## config.mk

```make
export PLATFORM = sky130hd
export DESIGN_NAME = sixteen_channel_pwm_controller
export DESIGN_NICKNAME = d
export VERILOG_FILES = /design/src/sv/pwmc_pkg.sv /design/src/sv/pwmc_regfile.sv /design/src/sv/sixteen_channel_pwm_controller.sv
export VERILOG_INCLUDE_DIRS = /design/src /design/src/sv
export SDC_FILE = /design/constraint.sdc
export NUM_CORES = 2
export LEC_CHECK = 0
export ABC_CLOCK_PERIOD_IN_PS = 5170
export BUFFER_PORTS_ARGS = -buffer_cell sky130_fd_sc_hd__buf_2
export CAP_MARGIN = 20
export CORE_MARGIN = 5
export CORE_UTILIZATION = 63
export CTS_BUF_LIST = sky130_fd_sc_hd__clkbuf_8
export CTS_CLUSTER_DIAMETER = 30
export DETAILED_ROUTE_END_ITERATION = 8
export HOLD_SLACK_MARGIN = 0.15
export MAX_ROUTING_LAYER = met4
export PLACE_DENSITY_LB_ADDON = 0.2
export SYNTH_ARGS = -nofsm -noshare
export SYNTH_HDL_FRONTEND = slang
export SYNTH_SLANG_ARGS = --single-unit
```

## constraint.sdc

```tcl
create_clock -name clk -period 5.17 [get_ports clk]
set_input_delay 0.2585 -clock clk [delete_from_list [all_inputs] [get_ports clk]]
set_output_delay 0.2585 -clock clk [all_outputs]
set_load 0.05 [all_outputs]
```

## src/sv/assert_macros.svh

```systemverilog
// assertion macros shared by the pwm controller rtl
`ifndef ASSERT_MACROS_SVH
`define ASSERT_MACROS_SVH

// expr holds at every clock edge outside reset
`define ASSERT_ALWAYS(lbl, expr) \
	lbl: assert property (@(posedge clk) disable iff (!arst_n) (expr)) \
		else $error("pwm controller check failed");

// when a holds, b holds in the next cycle
`define ASSERT_IMPLY_NEXT(lbl, a, b) \
	lbl: assert property (@(posedge clk) disable iff (!arst_n) (a) |=> (b)) \
		else $error("pwm controller check failed");

`endif

```

## src/sv/pwmc_pkg.sv

```systemverilog
// types, constants and decode helpers for the pwm controller
`default_nettype none
package pwmc_pkg;

	localparam int NUM_CHANNELS = 16;
	localparam int PWM_BITS     = 12;
	localparam int CH_IDX_W     = (NUM_CHANNELS > 1) ? $clog2(NUM_CHANNELS) : 1;
	localparam int CH_BYTES     = 4 * NUM_CHANNELS;

	localparam logic [7:0] ADDR_MODE     = 8'h00;
	localparam logic [7:0] ADDR_CH_BASE  = 8'h06;
	localparam int         CH_END        = 6 + CH_BYTES;
	localparam logic [7:0] ADDR_ALL_BASE = 8'hFA;
	localparam logic [7:0] ADDR_ALL_LAST = 8'hFD;
	localparam logic [7:0] ADDR_PRESCALE = 8'hFE;

	localparam int MODE_RESTART_BIT = 7;
	localparam int MODE_AI_BIT      = 5;
	localparam int MODE_SLEEP_BIT   = 4;
	localparam int FULL_BIT         = 4;

	localparam logic [7:0] MODE_RST     = 8'h10;
	localparam logic [7:0] PRESCALE_RST = 8'd30;

	// byte position inside a channel
	localparam logic [1:0] K_ON_L  = 2'd0;
	localparam logic [1:0] K_ON_H  = 2'd1;
	localparam logic [1:0] K_OFF_L = 2'd2;
	localparam logic [1:0] K_OFF_H = 2'd3;

	localparam logic [1:0] OP_READ    = 2'd0;
	localparam logic [1:0] OP_WR_BYTE = 2'd1;
	localparam logic [1:0] OP_WR_WORD = 2'd2;
	localparam logic [1:0] OP_TICK    = 2'd3;

	typedef logic [PWM_BITS-1:0] cnt_t;

	typedef struct packed {
		logic                is_mode;
		logic                is_ch;
		logic                is_all;
		logic                is_pre;
		logic [CH_IDX_W-1:0] ch;
		logic [1:0]          k;
	} dec_t;

	typedef struct packed {
		logic        upd;
		logic [1:0]  op;
		logic [7:0]  addr;
		logic [15:0] wdata;
	} req_t;

	typedef struct packed {
		logic full_on;
		logic full_off;
		cnt_t on;
		cnt_t off;
	} chan_t;

	function automatic dec_t decode(input logic [7:0] a);
		logic [7:0] idx;
		logic [7:0] ka;
		dec_t       d;
		idx       = a - ADDR_CH_BASE;
		ka        = a - ADDR_ALL_BASE;
		d.is_mode = (a == ADDR_MODE);
		d.is_ch   = (a >= ADDR_CH_BASE) && ({1'b0, a} < 9'(CH_END));
		d.is_all  = (a >= ADDR_ALL_BASE) && (a <= ADDR_ALL_LAST);
		d.is_pre  = (a == ADDR_PRESCALE);
		d.ch      = idx[CH_IDX_W+1:2];
		d.k       = d.is_all ? ka[1:0] : idx[1:0];
		return d;
	endfunction

	// restart clears on a written one and sets when going to sleep
	function automatic logic [7:0] mode_put(input logic [7:0] m, input logic [7:0] v);
		logic restart;
		restart = m[MODE_RESTART_BIT];
		if (v[MODE_RESTART_BIT])
			restart = 1'b0;
		if (!m[MODE_SLEEP_BIT] && v[MODE_SLEEP_BIT])
			restart = 1'b1;
		return {restart, 1'b0, v[MODE_AI_BIT], v[MODE_SLEEP_BIT], 4'b0000};
	endfunction

	function automatic cnt_t time_of(input logic [4:0] hi, input logic [7:0] lo);
		logic [11:0] raw;
		raw = {hi[3:0], lo};
		return cnt_t'(raw);
	endfunction

endpackage
`default_nettype wire

```

## src/sv/pwmc_regfile.sv

```systemverilog
// register file, prescaler and pwm counter of the pwm controller
`default_nettype none
`include "assert_macros.svh"
module pwmc_regfile
	import pwmc_pkg::*;
(
	input  wire logic clk,
	input  wire logic arst_n,
	input  wire req_t req,
	output logic [7:0] rd_data,
	output chan_t      chan [NUM_CHANNELS],
	output cnt_t       pwm_cnt
);

	logic [7:0] on_l_q  [NUM_CHANNELS];
	logic [4:0] on_h_q  [NUM_CHANNELS];
	logic [7:0] off_l_q [NUM_CHANNELS];
	logic [4:0] off_h_q [NUM_CHANNELS];
	logic [7:0] on_l_d  [NUM_CHANNELS];
	logic [4:0] on_h_d  [NUM_CHANNELS];
	logic [7:0] off_l_d [NUM_CHANNELS];
	logic [4:0] off_h_d [NUM_CHANNELS];

	logic [7:0] mode_q, mode_mid, mode_d;
	logic [7:0] pre_q, pre_d;
	logic [7:0] pcnt_q, pcnt_d;
	cnt_t       pwm_cnt_q, pwm_cnt_d;

	dec_t       d1, d2, dr;
	logic [7:0] a2, v1, v2;
	logic       wr1, wr2, tick;

	function automatic logic hit(input dec_t d, input int c, input logic [1:0] k);
		return (d.is_all && d.k == k) ||
			(d.is_ch && d.ch == CH_IDX_W'(c) && d.k == k);
	endfunction

	always_comb begin
		v1   = req.wdata[7:0];
		v2   = req.wdata[15:8];
		wr1  = req.upd && (req.op == OP_WR_BYTE || req.op == OP_WR_WORD);
		wr2  = req.upd && (req.op == OP_WR_WORD);
		tick = req.upd && (req.op == OP_TICK) && !mode_q[MODE_SLEEP_BIT];
		d1   = decode(req.addr);

		// first byte may change auto-increment before the second lands
		mode_mid = (wr1 && d1.is_mode) ? mode_put(mode_q, v1) : mode_q;
		a2       = mode_mid[MODE_AI_BIT] ? req.addr + 8'd1 : req.addr;
		d2       = decode(a2);
		mode_d   = (wr2 && d2.is_mode) ? mode_put(mode_mid, v2) : mode_mid;

		pre_d = pre_q;
		if (wr1 && d1.is_pre && mode_q[MODE_SLEEP_BIT])
			pre_d = v1;
		if (wr2 && d2.is_pre && mode_mid[MODE_SLEEP_BIT])
			pre_d = v2;

		for (int c = 0; c < NUM_CHANNELS; c++) begin
			on_l_d[c]  = on_l_q[c];
			on_h_d[c]  = on_h_q[c];
			off_l_d[c] = off_l_q[c];
			off_h_d[c] = off_h_q[c];
			if (wr1 && hit(d1, c, K_ON_L))  on_l_d[c]  = v1;
			if (wr1 && hit(d1, c, K_ON_H))  on_h_d[c]  = v1[4:0];
			if (wr1 && hit(d1, c, K_OFF_L)) off_l_d[c] = v1;
			if (wr1 && hit(d1, c, K_OFF_H)) off_h_d[c] = v1[4:0];
			if (wr2 && hit(d2, c, K_ON_L))  on_l_d[c]  = v2;
			if (wr2 && hit(d2, c, K_ON_H))  on_h_d[c]  = v2[4:0];
			if (wr2 && hit(d2, c, K_OFF_L)) off_l_d[c] = v2;
			if (wr2 && hit(d2, c, K_OFF_H)) off_h_d[c] = v2[4:0];
		end

		pcnt_d    = pcnt_q;
		pwm_cnt_d = pwm_cnt_q;
		if (tick) begin
			if (pcnt_q >= pre_q) begin
				pcnt_d    = 8'd0;
				pwm_cnt_d = pwm_cnt_q + cnt_t'(1);
			end else begin
				pcnt_d = pcnt_q + 8'd1;
			end
		end
	end

	always_ff @(posedge clk or negedge arst_n) begin
		if (!arst_n) begin
			mode_q    <= MODE_RST;
			pre_q     <= PRESCALE_RST;
			pcnt_q    <= 8'd0;
			pwm_cnt_q <= '0;
			for (int c = 0; c < NUM_CHANNELS; c++) begin
				on_l_q[c]  <= 8'd0;
				on_h_q[c]  <= 5'd0;
				off_l_q[c] <= 8'd0;
				off_h_q[c] <= 5'h10;
			end
		end else begin
			mode_q    <= mode_d;
			pre_q     <= pre_d;
			pcnt_q    <= pcnt_d;
			pwm_cnt_q <= pwm_cnt_d;
			for (int c = 0; c < NUM_CHANNELS; c++) begin
				on_l_q[c]  <= on_l_d[c];
				on_h_q[c]  <= on_h_d[c];
				off_l_q[c] <= off_l_d[c];
				off_h_q[c] <= off_h_d[c];
			end
		end
	end

	// byte read, all-led and unmapped addresses give zero
	always_comb begin
		dr      = decode(req.addr);
		rd_data = 8'd0;
		if (dr.is_mode) begin
			rd_data = mode_q;
		end else if (dr.is_pre) begin
			rd_data = pre_q;
		end else if (dr.is_ch) begin
			case (dr.k)
				K_ON_L:  rd_data = on_l_q[dr.ch];
				K_ON_H:  rd_data = {3'b000, on_h_q[dr.ch]};
				K_OFF_L: rd_data = off_l_q[dr.ch];
				K_OFF_H: rd_data = {3'b000, off_h_q[dr.ch]};
				default: rd_data = 8'd0;
			endcase
		end
	end

	always_comb begin
		for (int c = 0; c < NUM_CHANNELS; c++) begin
			chan[c].full_on  = on_h_q[c][FULL_BIT];
			chan[c].full_off = off_h_q[c][FULL_BIT];
			chan[c].on       = time_of(on_h_q[c], on_l_q[c]);
			chan[c].off      = time_of(off_h_q[c], off_l_q[c]);
		end
	end

	assign pwm_cnt = pwm_cnt_q;

	`ASSERT_IMPLY_NEXT(a_sleep_holds_count, mode_q[MODE_SLEEP_BIT], $stable(pwm_cnt_q))
	`ASSERT_IMPLY_NEXT(a_idle_holds_regs, !req.upd, $stable(mode_q) && $stable(pre_q))

endmodule
`default_nettype wire

```

## src/sv/sixteen_channel_pwm_controller.sv

```systemverilog
// top level of the sixteen-channel pwm controller: stream ports and pipeline
//
//  channel  dir  tdata (low bit first)         tuser
//  s_*      in   addr[7:0], wdata[23:8]        op[1:0]
//  m_*      out  read_data[7:0], pwm_out[23:8] -
//
// one beat per cycle sustained while m_tready holds; a beat passes through the
// input register, the register-file update and the output register to m_tvalid.
// arst_n clears all valid bits and puts the registers to their reset values.
// stages move forward independently, so input keeps flowing into empty
// stages while a result waits on m_tready.
`default_nettype none
`include "assert_macros.svh"
module sixteen_channel_pwm_controller
	import pwmc_pkg::*;
(
	input  wire logic        clk,
	input  wire logic        arst_n,
	input  wire logic        s_tvalid,
	output logic             s_tready,
	input  wire logic [23:0] s_tdata,  // addr[7:0], wdata[23:8]
	input  wire logic [1:0]  s_tuser,  // op[1:0]
	output logic             m_tvalid,
	input  wire logic        m_tready,
	output logic [23:0]      m_tdata   // read_data[7:0], pwm_out[23:8]
);

	logic        valid_s1, valid_s2, out_v_q;
	logic [1:0]  op_s1, op_s2;
	logic [7:0]  addr_s1;
	logic [15:0] wdata_s1;
	logic [7:0]  rd_s2, out_rd_q;
	logic [15:0] out_pwm_q, lvl;
	logic        out_adv, s2_adv, s1_adv;
	logic [7:0]  rd_data;
	chan_t       chan [NUM_CHANNELS];
	cnt_t        pwm_cnt;
	req_t        req;

	assign out_adv  = !out_v_q || m_tready;
	assign s2_adv   = !valid_s2 || out_adv;
	assign s1_adv   = !valid_s1 || s2_adv;
	assign s_tready = s1_adv;

	// state changes only when a beat moves from s1 into s2
	assign req.upd   = valid_s1 && s2_adv;
	assign req.op    = op_s1;
	assign req.addr  = addr_s1;
	assign req.wdata = wdata_s1;

	pwmc_regfile u_regfile (
		.clk     (clk),
		.arst_n  (arst_n),
		.req     (req),
		.rd_data (rd_data),
		.chan    (chan),
		.pwm_cnt (pwm_cnt)
	);

	// levels see the state left by the beat in s2
	always_comb begin
		lvl = 16'd0;
		for (int c = 0; c < NUM_CHANNELS; c++) begin
			if (chan[c].full_off)
				lvl[c] = 1'b0;
			else if (chan[c].full_on)
				lvl[c] = 1'b1;
			else if (chan[c].on == chan[c].off)
				lvl[c] = 1'b0;
			else if (chan[c].on < chan[c].off)
				lvl[c] = (pwm_cnt >= chan[c].on) && (pwm_cnt < chan[c].off);
			else
				lvl[c] = (pwm_cnt >= chan[c].on) || (pwm_cnt < chan[c].off);
		end
	end

	always_ff @(posedge clk or negedge arst_n) begin
		if (!arst_n) begin
			valid_s1 <= 1'b0;
			valid_s2 <= 1'b0;
			out_v_q  <= 1'b0;
		end else begin
			if (s1_adv)
				valid_s1 <= s_tvalid;
			if (s2_adv)
				valid_s2 <= valid_s1;
			if (out_adv)
				out_v_q <= valid_s2;
		end
	end

	always_ff @(posedge clk) begin
		if (s1_adv && s_tvalid) begin
			op_s1    <= s_tuser;
			addr_s1  <= s_tdata[7:0];
			wdata_s1 <= s_tdata[23:8];
		end
		if (req.upd) begin
			op_s2 <= op_s1;
			rd_s2 <= (op_s1 == OP_READ) ? rd_data : 8'd0;
		end
		if (out_adv && valid_s2) begin
			out_rd_q  <= rd_s2;
			out_pwm_q <= lvl;
		end
	end

	assign m_tvalid = out_v_q;
	assign m_tdata  = {out_pwm_q, out_rd_q};

	`ASSERT_ALWAYS(a_ready_when_out_empty, out_v_q || s_tready)
	`ASSERT_ALWAYS(a_rd_only_on_read, !(valid_s2 && op_s2 != OP_READ && rd_s2 != 8'd0))

endmodule
`default_nettype wire
```

== Word-level counts from Yosys, hierarchy flattened ==
Index checks and enable logic that the tools add are counted.
Cells by class
  bitwise operators: 1
  equality and inequality tests: 57
  add/sub/neg operators: 7
  multiplexer cells: 204
  reduce and logical (&&, ||, !) cells: 558
  order comparisons: 58
Operators by type and width (number)
  2-to-1 mux 8 bit: 77
  less-than comparator 12 bit: 32
  2-to-1 mux 5 bit: 68
  logical AND 1 bit: 331
  equality test 12 bit: 16
  >= comparator 12 bit: 16
  logical OR 1 bit: 148
  nonzero test 2 bit: 66
  binary-select mux 8 bit (select 4 bit): 2
  equality test 4 bit (second input constant): 16
  2-to-1 mux 1 bit: 52
  binary-select mux 5 bit (select 4 bit): 2
  equality test 4 x 3 -> 1 bit (second input constant): 8
  case mux 8 bit (4 select lines): 1
  adder 8 x 1 -> 8 bit (second input constant): 2
  equality test 4 x 2 -> 1 bit (second input constant): 4
  equality test 8 bit (second input constant): 2
  >= comparator 8 x 3 -> 1 bit (second input constant): 2
  >= comparator 8 bit (second input constant): 2
  <= comparator 8 bit (second input constant): 2
  logical NOT 8 bit: 2
  less-than comparator 8 x 7 -> 1 bit (second input constant): 2
  adder 12 x 1 -> 12 bit (second input constant): 1
  equality test 2 bit (second input constant): 6
  other kinds (12): 25
Word-level totals
  output and inout port bits: 26
  input bits: 30
  flip-flop bits (word level): 513
  logic and storage cells: 978

== Logic depth before layout (Yosys ltp) ==
  word-level depth: 16
  gate-level depth with buffers: 18
  depth with buffers taken out: 14

== Modules after synthesis ==
Synthesis repeated with hierarchy kept, for this count alone.
Unflattened totals
  cells, all modules: 4173
  area, all modules: 42421.9 um2
By module, submodules not included
  pwmc_regfile: cells an instance 2323, instances 1, area an instance 27196.1 um2, sequential area each 11212.0 um2
  sixteen_channel_pwm_controller: cells an instance 1850, instances 1, area an instance 15225.9 um2, sequential area each 1816.7 um2

== Worst setup path before layout ==
Ideal clock, no wire load.
  kind: register -> register
  start point: register addr_s1[0]
  end point: register u_regfile.off_l_q, in the netlist u_regfile.chan[106]
  setup time: 0.125 ns
  path buffers: 4
  cell stages (with the launch flop): 19
  data arrival time: 3.921 ns
  clock period less this slack: 4.045 ns
  data required time: 5.045 ns
  path slack: 1.125 ns
  cell sequence: edfxtp_1 -> clkbuf_1 -> inv_1 -> ha_1 -> nand4b_1 -> buf_2 -> or2_0 -> buf_2 -> a21oi_1 -> xnor2_1 -> ha_1 -> inv_1 -> nand2_1 -> a311o_1 -> a21o_1 -> and2_1 -> buf_6 -> o31ai_4 -> mux2_2
On the way
  word-level cells in the longest chain between the ends: 12
  elaborated cells on any way between the ends: 39
  those cells by class: 5 x add/sub; 8 x order compare; 4 x eq/ne; 5 x mux; 17 x reduce/logical
Ends and longest elaborated chain
  start, declared: line sixteen_channel_pwm_controller.sv:30  | logic [7:0] addr_s1;
  start signal, assigned: line sixteen_channel_pwm_controller.sv:95  | addr_s1 <= s_tdata[7:0];
  branches (longest 12 deep; another with adder 8 x 1 -> 8 bit)
  end signal, assigned by index: line pwmc_regfile.sv:105  | off_l_q[c] <= off_l_d[c];
  end, declared: line pwmc_regfile.sv:17  | logic [7:0] off_l_q [NUM_CHANNELS];
Parallel ways; which one is timed is not known. The select of a mux whose other input is x is not followed.
A chain may end at the register's enable or synchronous reset.

== Worst setup path in the final report ==
  start point: register addr_s1[1]
  end point: register u_regfile.on_l_q, in the netlist u_regfile.chan[118]
On the way
  word-level cells in the longest chain between the ends: 12
  elaborated cells on any way between the ends: 39
  those cells by class: 5 x add/sub; 8 x order compare; 2 x eq/ne; 5 x mux; 19 x reduce/logical
Ends and longest elaborated chain
  branches (longest 12 deep; another with adder 8 x 1 -> 8 bit)
  end signal, assigned by index: line pwmc_regfile.sv:103  | on_l_q[c] <= on_l_d[c];
  end, declared: line pwmc_regfile.sv:15  | logic [7:0] on_l_q [NUM_CHANNELS];
Parallel ways; which one is timed is not known. The select of a mux whose other input is x is not followed.

==> flow_summary.toml <==
[run_status]
run_status = "completed"

[grt]
grt_antenna_before_repair = 12
grt_pass1_vias = 38700
first_pass_grt_wire_length_um = 251000
grt_util_all_layers = 0.488
grt_start_max_net_pins = 113
total_overflow_reported_by_the_global_router = 0

[timing]
setup_viol = 0
post-route-period-util = 0.962
worst_clock_skew_ns = 0.0478
fmax_mhz = 201
post-route-min-period_ns = 4.97
slew_violations = 0
slew-limit-headroom = 0.146
timing_worst_slew_pin_value_ns = 1.28
finalHoldWorstSlack_ns = 0.173
finalHoldViolCount = 0
rsz0062_at_grt = "no"
final.setup.tns_ns = 0

[clock_network]
clock_insertion_delay_worst_skew_ns = 0.83
clock_tree_from_tritoncts = "yes"
cts_setup_buffers = 0
cts_htree_levels = 4
bufs_on_longest_clock_path = 3
tritoncts.num_buffers = 130
tritoncts_num_sinks = 508
worst_setup_hold_path_clk_slew_ns = 0.07
clock-root-buffer = "sky130_fd_sc_hd__clkbuf_8"

[synth]
synth.distinct_cells = 90
synth_cells = 4476
yosysWarnings = 0
seq_area_frac_synth = 0.309
syn-num-nets = 5088
synthFlopType = "sky130_fd_sc_hd__dfrtp_1"
synth_seq_cells = 508
avgSynthCellArea_sq_um = 9.43
post_synthesis_instance_area_sq_um = 42200
fraction_of_synthesis_flops_using_an_asynchronous_set_or_reset_pin = 0.886
synth_edf_count = 58

[detailed_routing]
route.detailed.wl_per_inst_um = 30.7
dr_total_vias = 39900
route.met2.wl_um = 68800
route.detailed.vias_per_inst = 7.04
dr_wl_met3_um = 27100
route.layer.met1.wl_um = 63000
ant_nets = 0
top_signal_layer_used = "met4"
drt_first_iter_violations = 5752
drt-pass1-iter-count = 8
drcViolationCount = 0
routed_wirelength_um = 174000

[layout]
final_nets = 5276
share_of_cells_above_drive_strength_1 = 0.203
finalNonFillerCells = 5667
area_growth_syn_to_layout_pct = 13.1

[setup_path]
worstPathRequired_ns = 5.86
critical_path_arrival_ns = 5.67
crit_path_start = "addr_s1[1]"
critPathBufInv = 2
crit_chain = "inv_1 -> ha_1 -> and4b_1 -> a21boi_2 -> o21ai_0 -> o21ai_0 -> ha_1 -> xnor2_1 -> xor2_2 -> nand2_1 -> nor2_1 -> buf_4 -> a31oi_2 -> mux2_2"
cp-start-kind = "flop"
timing_worst_setup_path_type = "reg -> reg"
reg2reg_from = "addr_s1[1]"
critical-path-max-stage-delay_ns = 0.69
end_kind = "flop"
worst_path_max_delay_cell = "sky130_fd_sc_hd__nor2_1"
worstPathMaxFanout = 9
path_delay_family = "simple AND/OR/NAND/NOR gates"

[power_and_ir_drop]
power_switching_share = 0.373
power.net_switching_w = 0.00614
power-per-cell-area_nw_per_um2 = 344
vdd_ir_drop_max_uv = 368
power.leakage_nw = 21.4
p_clk_frac = 0.356
pwr-share-comb = 0.324
power.internal_w = 0.0103
seq_power_share = 0.320

[floorplan]
floorplan.io_pins = 56
start_util = 0.632
die-height_um = 269
core.rowCount = 95
die_width_um = 269
die_area_sq_um = 72300
floorplan.core_area_sq_um = 66800

[placement]
placed_cells = 5351
port-buffer-count = 55
gp_congestion = 1.08
dp_hpwl_um = 122000

[hold_path]
timing.hold.worst.class = "in -> reg"
timing.hold.worst.start = "s_tdata[15]"

[job]
max_cap_violations = 0
registers in the layout (all words and copies together), names as in the netlist, 3 cells and up:
register           cells
u_regfile.chan       416
out_pwm_q             16
wdata_s1              16
u_regfile.pwm_cnt     12
addr_s1                8
out_rd_q               8
rd_s2                  8
u_regfile.pcnt_q       8
u_regfile.pre_q        8
u_regfile.mode_q       3
kinds of logic (layout without fill, tap and decap cells):
group | count (synthesis) | count (layout) | synth area share
AO/OA/AOI/OAI | 1197 | 1197 | 0.179
buffers and inverters | 609 | 903 | 0.0559
XOR/XNOR | 31 | 31 | 0.00643
AND/OR/NAND/NOR | 1000 | 1000 | 0.106
multiplexers | 543 | 543 | 0.170
other | 0 | 24 | 0
adder cells (fa/ha/maj) | 588 | 588 | 0.174
flip-flops | 508 | 508 | 0.309
through the flow:
step	power, W	cell area (sq um)	utilization	worst slack (ns)
3_5_place_dp	0.0104	44100	0.660	0.302
4_1_cts	0.0162	47600	0.713	0.266
3_3_place_gp	0.0102	44100	0.660	0.360
2_1_floorplan	0.00858	42200	-	1.12
6_report	0.0165	47800	0.715	0.196
5_1_grt	0.0171	47800	0.715	0.181
worst register-to-register path, cell delays in order (launching register included):
cell                       delay [ns]
sky130_fd_sc_hd__edfxtp_1        0.39
sky130_fd_sc_hd__inv_1           0.22
sky130_fd_sc_hd__ha_1            0.21
sky130_fd_sc_hd__and4b_1         0.29
sky130_fd_sc_hd__a21boi_2        0.13
sky130_fd_sc_hd__o21ai_0         0.36
sky130_fd_sc_hd__o21ai_0         0.18
sky130_fd_sc_hd__ha_1            0.27
sky130_fd_sc_hd__xnor2_1         0.47
sky130_fd_sc_hd__xor2_2          0.53
sky130_fd_sc_hd__nand2_1         0.20
sky130_fd_sc_hd__nor2_1          0.69
sky130_fd_sc_hd__buf_4           0.27
sky130_fd_sc_hd__a31oi_2         0.26
sky130_fd_sc_hd__mux2_2          0.37
final cells by class:
class	instances	area, sq um
flip-flops and latches	508	13000
clock inverters	93	1010
clock buffers	145	2000
well taps	873	1090
repair buffers	252	2080
diodes	24	60.1
fillers	5015	19000
multi-input cells	3359	27000
inverters	413	1550
synth_stat cells (19+ instances only):
cell                         n  share of area
sky130_fd_sc_hd__xor2_1     19         0.0039
sky130_fd_sc_hd__and3_1     25         0.0037
sky130_fd_sc_hd__mux4_2    105          0.056
sky130_fd_sc_hd__nor2_1    191          0.017
sky130_fd_sc_hd__mux2_2    325          0.087
sky130_fd_sc_hd__nand2_1   503          0.045
sky130_fd_sc_hd__o21a_1     50         0.0089
sky130_fd_sc_hd__a31oi_1    44         0.0065
sky130_fd_sc_hd__dfrtp_1   429           0.25
sky130_fd_sc_hd__a21oi_1   317          0.038
sky130_fd_sc_hd__o31ai_4    20          0.010
sky130_fd_sc_hd__a211oi_1   25         0.0044
sky130_fd_sc_hd__nor2b_1    28         0.0041
sky130_fd_sc_hd__ha_1      582           0.17
sky130_fd_sc_hd__nand2b_1   54         0.0080
sky130_fd_sc_hd__inv_1     411          0.037
sky130_fd_sc_hd__nand4_1    50         0.0074
sky130_fd_sc_hd__edfxtp_1   58          0.041
sky130_fd_sc_hd__clkbuf_1  146          0.013
sky130_fd_sc_hd__o211ai_1   33         0.0059
sky130_fd_sc_hd__mux2i_1   105          0.025
sky130_fd_sc_hd__nand3_1    55         0.0065
sky130_fd_sc_hd__o21ai_0   440          0.052
sky130_fd_sc_hd__buf_2      29         0.0034
sky130_fd_sc_hd__a21o_1    114          0.020
sky130_fd_sc_hd__nor3_1     26         0.0031
sky130_fd_sc_hd__dfstp_2    21          0.013
power by group through the flow:
| stage | Clock, W | Sequential, W | Combinational (W) |
|---|---|---|---|
| 2_1_floorplan | 0 | 0.00523 | 0.00335 |
| 3_3_place_gp | 0 | 0.00526 | 0.00497 |
| 3_5_place_dp | 0 | 0.00527 | 0.00508 |
| 4_1_cts | 0.00581 | 0.00521 | 0.00516 |
| 5_1_grt | 0.00607 | 0.00528 | 0.00575 |
| 6_report | 0.00587 | 0.00527 | 0.00533 |
timing repair:
item	4_1_cts	5_1_grt
resized for setup	0	1
hold buffers	48	2
setup endpoints to repair	0	13
hold endpoints to repair	212	2
layer usage:
layer  GRT usage  vias to the layer above
li1            -                    16700
met3       0.189                      850
met5           -                        -
met2       0.643                     3307
met1       0.615                    19000
met4       0.332                        0
layout by cell type, fill, tap and decap left out, drive strengths merged, types with 25 or more instances in the layout:
| cell type | Yosys | routed |
|---|---|---|
| a211oi | 25 | 25 |
| a21o | 114 | 114 |
| a21oi | 318 | 318 |
| a31oi | 59 | 59 |
| and3 | 25 | 25 |
| buf | 50 | 203 |
| clkbuf | 146 | 145 |
| clkinv | 2 | 33 |
| dfrtp | 429 | 429 |
| dlygate4sd3 | 0 | 49 |
| edfxtp | 58 | 58 |
| ha | 582 | 582 |
| inv | 411 | 436 |
| mux2 | 331 | 331 |
| mux2i | 107 | 107 |
| mux4 | 105 | 105 |
| nand2 | 504 | 504 |
| nand2b | 54 | 54 |
| nand3 | 55 | 55 |
| nand4 | 50 | 50 |
| nor2 | 192 | 192 |
| nor2b | 28 | 28 |
| nor3 | 27 | 27 |
| o211ai | 33 | 33 |
| o21a | 50 | 50 |
| o21ai | 443 | 443 |
| o31ai | 25 | 25 |
path summary, 6_finish.rpt:
check	endpoint	slack, ns	cells after the start
worst max-delay path	u_regfile.chan[118]	0.20	14
worst min-delay path	wdata_s1[7]	0.17	2
worst max register to register	u_regfile.chan[118]	0.20	14
worst min register to register	out_rd_q[4]	0.46	0
max in group asynchronous	u_regfile.pwm_cnt[5]	3.81	4
min in group asynchronous	u_regfile.chan[76]	0.62	3
Note: power is estimated with default switching activity, not from simulation.
